### config.mk
export PLATFORM = sky130hd
export DESIGN_NAME = vre_ctrl
export DESIGN_NICKNAME = d
export VERILOG_FILES = /design/src/rtl/vre_pkg.sv /design/src/rtl/vre_ctrl.sv
export SDC_FILE = /design/constraint.sdc
export NUM_CORES = 1
export LEC_CHECK = 0
export ABC_CLOCK_PERIOD_IN_PS = 2100
export BUFFER_PORTS_ARGS = -buffer_cell sky130_fd_sc_hd__buf_2
export CAP_MARGIN = 20
export CORE_AREA = 3 3 40 42
export DETAILED_ROUTE_END_ITERATION = 16
export DIE_AREA = 0 0 43 45
export PLACE_DENSITY = 0.66
export RECOVER_POWER = 50
export SETUP_SLACK_MARGIN = 0.15
export SYNTH_ARGS = -nofsm -noshare
export SYNTH_HDL_FRONTEND = slang
export SYNTH_SLANG_ARGS = --single-unit
### constraint.sdc
create_clock -name i_clk -period 2.1 [get_ports i_clk]
set_input_delay 0.315 -clock i_clk [delete_from_list [all_inputs] [get_ports i_clk]]
set_output_delay 0.315 -clock i_clk [all_outputs]
set_load 0.03 [all_outputs]
### src/rtl/vre_pkg.sv
// shared types and constants for the vector rate estimator
package vre_pkg;

    localparam int AXES   = 3;
    localparam int AXW    = (AXES > 1) ? $clog2(AXES) : 1;
    localparam int VW     = 32;
    localparam int PW     = 24;
    localparam int CW     = 24;
    localparam int MW     = VW + 1;
    localparam int NUMW   = MW + 20;
    localparam int RW     = 58;
    localparam int QW     = (NUMW > 32) ? NUMW : 32;
    localparam int STEPW  = $clog2(QW + 1);
    localparam int ALW    = 32;
    localparam int CMPW   = (NUMW > 64) ? NUMW : 64;

    localparam logic [19:0]     US_PER_S  = 20'd1000000;
    localparam logic [33:0]     TAU_SCALE = 34'd10430378350;
    localparam logic [63:0]     MAG_LIMIT = 64'd9000000000000;
    // floor(mag/period) > limit  <=>  floor(mag*1e6/period) >= (limit+1)*1e6
    localparam logic [63:0]     SAT_QUOT  = 64'd9000000000001000000;

    typedef enum logic {
        REQ_SAMPLE  = 1'b0,
        REQ_RESTART = 1'b1
    } t_req;

    typedef enum logic [1:0] {
        CFG_CUTOFF_X = 2'd0,
        CFG_CUTOFF_Y = 2'd1,
        CFG_CUTOFF_Z = 2'd2
    } t_cfg_idx;

    typedef struct packed {
        logic                 req_type;
        logic signed [VW-1:0] value_x;
        logic signed [VW-1:0] value_y;
        logic signed [VW-1:0] value_z;
        logic [PW-1:0]        period_us;
    } t_in_beat;

    typedef struct packed {
        logic signed [VW-1:0] rate_x;
        logic signed [VW-1:0] rate_y;
        logic signed [VW-1:0] rate_z;
    } t_out_beat;

    typedef enum logic [3:0] {
        S_IDLE,
        S_DECIDE,
        S_RGO,
        S_RDIV,
        S_FILT,
        S_ADIV,
        S_MUL,
        S_UPD,
        S_NEXT,
        S_DONE
    } t_state;

    typedef struct packed {
        logic load_in;
        logic clear_hist;
        logic store_prev;
        logic zero_res;
        logic rdiv_start;
        logic raw_latch;
        logic res_raw;
        logic prime;
        logic adiv_start;
        logic filt_mul;
        logic filt_upd;
        logic axis_next;
        logic out_load;
    } t_cmd;

    typedef struct packed {
        logic restart;
        logic period_zero;
        logic have_prev;
        logic div_busy;
        logic cutoff_zero;
        logic primed;
        logic last_axis;
        logic out_full;
    } t_stat;

endpackage

### src/rtl/vre_ctrl.sv
// sequencer: walks each item through decode, rate divide and filter per axis
module vre_ctrl (
    input  logic           i_clk,
    input  logic           i_rst_n,
    input  logic           i_in_valid,
    output logic           o_in_ready,
    input  vre_pkg::t_stat i_stat,
    output vre_pkg::t_cmd  o_cmd
);
    import vre_pkg::*;

    t_state r_state, n_state;

    always_ff @(posedge i_clk) begin
        if (!i_rst_n) begin
            r_state <= S_IDLE;
        end else begin
            r_state <= n_state;
        end
    end

    always_comb begin
        n_state = r_state;
        unique case (r_state)
            S_IDLE:   if (i_in_valid) n_state = S_DECIDE;
            S_DECIDE: begin
                if (i_stat.restart || i_stat.period_zero || !i_stat.have_prev) begin
                    n_state = S_DONE;
                end else begin
                    n_state = S_RGO;
                end
            end
            S_RGO:    n_state = S_RDIV;
            S_RDIV:   if (!i_stat.div_busy) n_state = S_FILT;
            S_FILT: begin
                if (i_stat.cutoff_zero || !i_stat.primed) begin
                    n_state = S_NEXT;
                end else begin
                    n_state = S_ADIV;
                end
            end
            S_ADIV:   if (!i_stat.div_busy) n_state = S_MUL;
            S_MUL:    n_state = S_UPD;
            S_UPD:    n_state = S_NEXT;
            S_NEXT:   n_state = i_stat.last_axis ? S_DONE : S_RGO;
            S_DONE:   if (!i_stat.out_full) n_state = S_IDLE;
            default:  n_state = S_IDLE;
        endcase
    end

    always_comb begin
        o_cmd      = '0;
        o_in_ready = 1'b0;
        unique case (r_state)
            S_IDLE: begin
                o_in_ready    = 1'b1;
                o_cmd.load_in = i_in_valid;
            end
            S_DECIDE: begin
                if (i_stat.restart) begin
                    o_cmd.clear_hist = 1'b1;
                    o_cmd.zero_res   = 1'b1;
                end else if (i_stat.period_zero) begin
                    o_cmd.zero_res = 1'b1;
                end else if (!i_stat.have_prev) begin
                    o_cmd.store_prev = 1'b1;
                    o_cmd.zero_res   = 1'b1;
                end
            end
            S_RGO:  o_cmd.rdiv_start = 1'b1;
            S_RDIV: o_cmd.raw_latch  = !i_stat.div_busy;
            S_FILT: begin
                if (i_stat.cutoff_zero) begin
                    o_cmd.res_raw = 1'b1;
                end else if (!i_stat.primed) begin
                    o_cmd.res_raw = 1'b1;
                    o_cmd.prime   = 1'b1;
                end else begin
                    o_cmd.adiv_start = 1'b1;
                end
            end
            S_ADIV: ;
            S_MUL:  o_cmd.filt_mul  = 1'b1;
            S_UPD:  o_cmd.filt_upd  = 1'b1;
            S_NEXT: o_cmd.axis_next = !i_stat.last_axis;
            S_DONE: o_cmd.out_load  = !i_stat.out_full;
            default: ;
        endcase
    end
endmodule

==> flow_summary.json <==
{
  "status": "finished, final reports clean",
  "top_register": "r_state",
  "crit_type": "register to output port",
  "cp_top_family": "simple AND/OR/NAND/NOR gates",
  "track_usage_pct": 14.1,
  "grt_pass1_vias": 460,
  "cp_cell_sequence": "or4_1, inv_1, and2_1, buf_2",
  "hold_viol_final": 0,
  "drt-initial-drc-count": 18,
  "cts_max_level": 1,
  "cts-root-buf": "clkbuf_4",
  "cap_violations": 0,
  "pin_count": 25,
  "hold_path_class": "primary input to register",
  "ys_warn_count": 0,
  "num-fill-cells": 150,
  "multi_input_area_um2": 379,
  "ant_nets": 0,
  "synthArstFlopShare_pct": 0,
  "cts.sinks": 4,
  "initial_core_util_pct": 37.1,
  "maxSlewViolCount": 0,
  "ys_types": 29,
  "path_buf_inv": 2,
  "setup_viol": 0,
  "synth-seq-area-share_pct": 16.8,
  "syn_area_um2": 477,
  "wire_per_inst_um": 12.8,
  "cts_tree": "yes",
  "grt_pass1_wl_mm": 2.10,
  "synth_area_leaders": "dfxtp_1 17%, nor3_1 7.3%, nand2b_1 6.6%",
  "fmax_mhz": 524,
  "synth_commonest_cells": "8 x nand2_1, 7 x nor3_1, 5 x nand2b_1",
  "nets": 108,
  "drc": 0,
  "fin_skew_ns": 0.00486,
  "maxSlewHeadroom_pct": 70.3,
  "cp-end-kind": "output port",
  "routed_wl_mm": 1.41,
  "synth-edff-count": 0,
  "die_width_um": 43,
  "dieArea_mm2": 0.00194,
  "post_cts.repair.setup_buffers": 0,
  "vias": 603,
  "antenna_found_initial": 0,
  "cellPowerDensity_mw_per_mm2": 702,
  "grt_overflow_total": 0,
  "n_antenna_cell": 0,
  "largestRegisters": "r_state: 4 flops",
  "yosysTopAreaCell": "dfxtp_1",
  "synth_seq_cells": 4,
  "area.sequential_um2": 85.1,
  "clkTransAtPathRegs_ns": 0.04,
  "pre_cts_ws_ns": 0.226,
  "die_h_um": 45,
  "final_min_period_over_clock_period_pct": 90.9,
  "cp_data_arrival_time_ns": 1.59,
  "syn_nets": 81,
  "synth_area_per_cell_um2": 6.81,
  "grt_max_degree": 19,
  "slowest_delay_ns": 0.57,
  "crit_path_top_delay_cell": "or4_1",
  "period_minus_slack_ns": 1.91,
  "rsz0062_at_grt": "false",
  "placementRows": 13,
  "syn_inst": 70,
  "clkLatencyLatePin_ns": 0.24,
  "fp.coreArea_mm2": 0.00128,
  "synth_top_area_share_pct": 16.8,
  "post-dp-hpwl_mm": 1.03,
  "yosysMostFrequentCell": "nand2_1",
  "drtPass1Iterations": 4,
  "synth_ff_type": "dfxtp_1",
  "power.leakage_nw": 0.281,
  "worstMarginPinSlew_ns": 0.445,
  "via_per_inst": 5.48,
  "tns_ns": 0,
  "largest_reg_flops": 4,
  "critPathLaunchType": "register",
  "ir_drop_v": 0.000464,
  "cts.path.max_buffers": 2,
  "io_buffers": 24,
  "ctsHoldBuffers": 0,
  "drive_gt1_share_pct": 35.8,
  "critPathMaxFanout": 18,
  "cp.required_ns": 1.78,
  "finalWorstSetupSlack_ns": 0.191,
  "place_congestion": 0.775,
  "syn_to_final_growth_pct": 37.0,
  "cts_buffers": 3
}
kinds of logic after synthesis:
logic type	share of synthesized area, %
DFF	16.8
and+or+nand+nor	45.9
muxes	2.10
AOI/OAI and AO/OA	27.3
buffers and inverters	7.87
power breakdown:
part | internal, mW | total [mW] | switching (mW)
clock | 0.0640 | 0.0965 | 0.0325
sequential | 0.0897 | 0.129 | 0.0393
combinational | 0.0925 | 0.233 | 0.140
total | 0.246 | 0.458 | 0.212
worst reg2reg max path: stages, from the launching register on:
cell and delay [ns]:
dfxtp_2 0.40, or4_1 0.57, o221a_1 0.28, o2111ai_1 0.13
o22ai_1 0.13
stage by stage:
| step | power, mW | instances | hold slack (ns) | instance area (µm²) | utilization, % |
|---|---|---|---|---|---|
| after global placement | 0.371 | 107 | 0.627 | 618 | 48.1 |
| final | 0.458 | 110 | 0.376 | 653 | 50.8 |
| after global routing | 0.497 | 110 | 0.378 | 653 | 50.8 |
| after floorplan | 0.305 | 70 | 0.453 | 483 | - |
| after CTS | 0.475 | 110 | 0.370 | 649 | 50.5 |
| after detailed placement | 0.372 | 107 | 0.632 | 618 | 48.1 |
worst paths after layout:
| path | from | to | slack (ns) | cells after the start |
|---|---|---|---|---|
| worst max-delay path | r_state[0] | o_cmd[12] | 0.19 | 4 |
| worst min-delay path | i_rst_n | r_state[0] | 0.38 | 3 |
| worst max register to register | r_state[0] | r_state[2] | 0.47 | 4 |
| worst min register to register | r_state[0] | r_state[0] | 0.59 | 2 |
metal layers:
layer  part of all wire [%]  GRT usage [%]  vias to the layer above
li1                       -              -                      310
met1                     44           19.7                      263
met2                     47           21.3                       30
met3                    8.6           3.98                        0
met4                      0           4.22                        0
met5                      0              0                        -
layout make-up:
class                           instances  area share (%)
Sequential cell                         4            13.0
Tap cell                               15            2.87
Clock buffer                            3            3.45
Inverter                                3            1.72
Multi-Input combinational cell         58            58.0
Timing Repair Buffer                   27            20.9
layout by cell type, fill, tap and decap left out, types with 2 or more instances in the layout:
cell type,n
buf_4,3
clkbuf_1,5
o22ai_1,3
a21oi_1,3
inv_1,3
nor4_2,2
o21ai_0,2
and2_1,2
nor3b_1,2
nor2_1,4
and3_1,2
clkbuf_4,3
nor2b_1,3
buf_2,19
dfxtp_2,4
nor3_1,7
nand2_1,8
nand2b_1,4
timing repair:
action	in CTS	in global routing
pin swaps	0	0
endpoints found under the hold margin	0	0
setup endpoints to repair	5	5
resized for setup	5	5
Note: power is estimated with default switching activity, not from simulation.
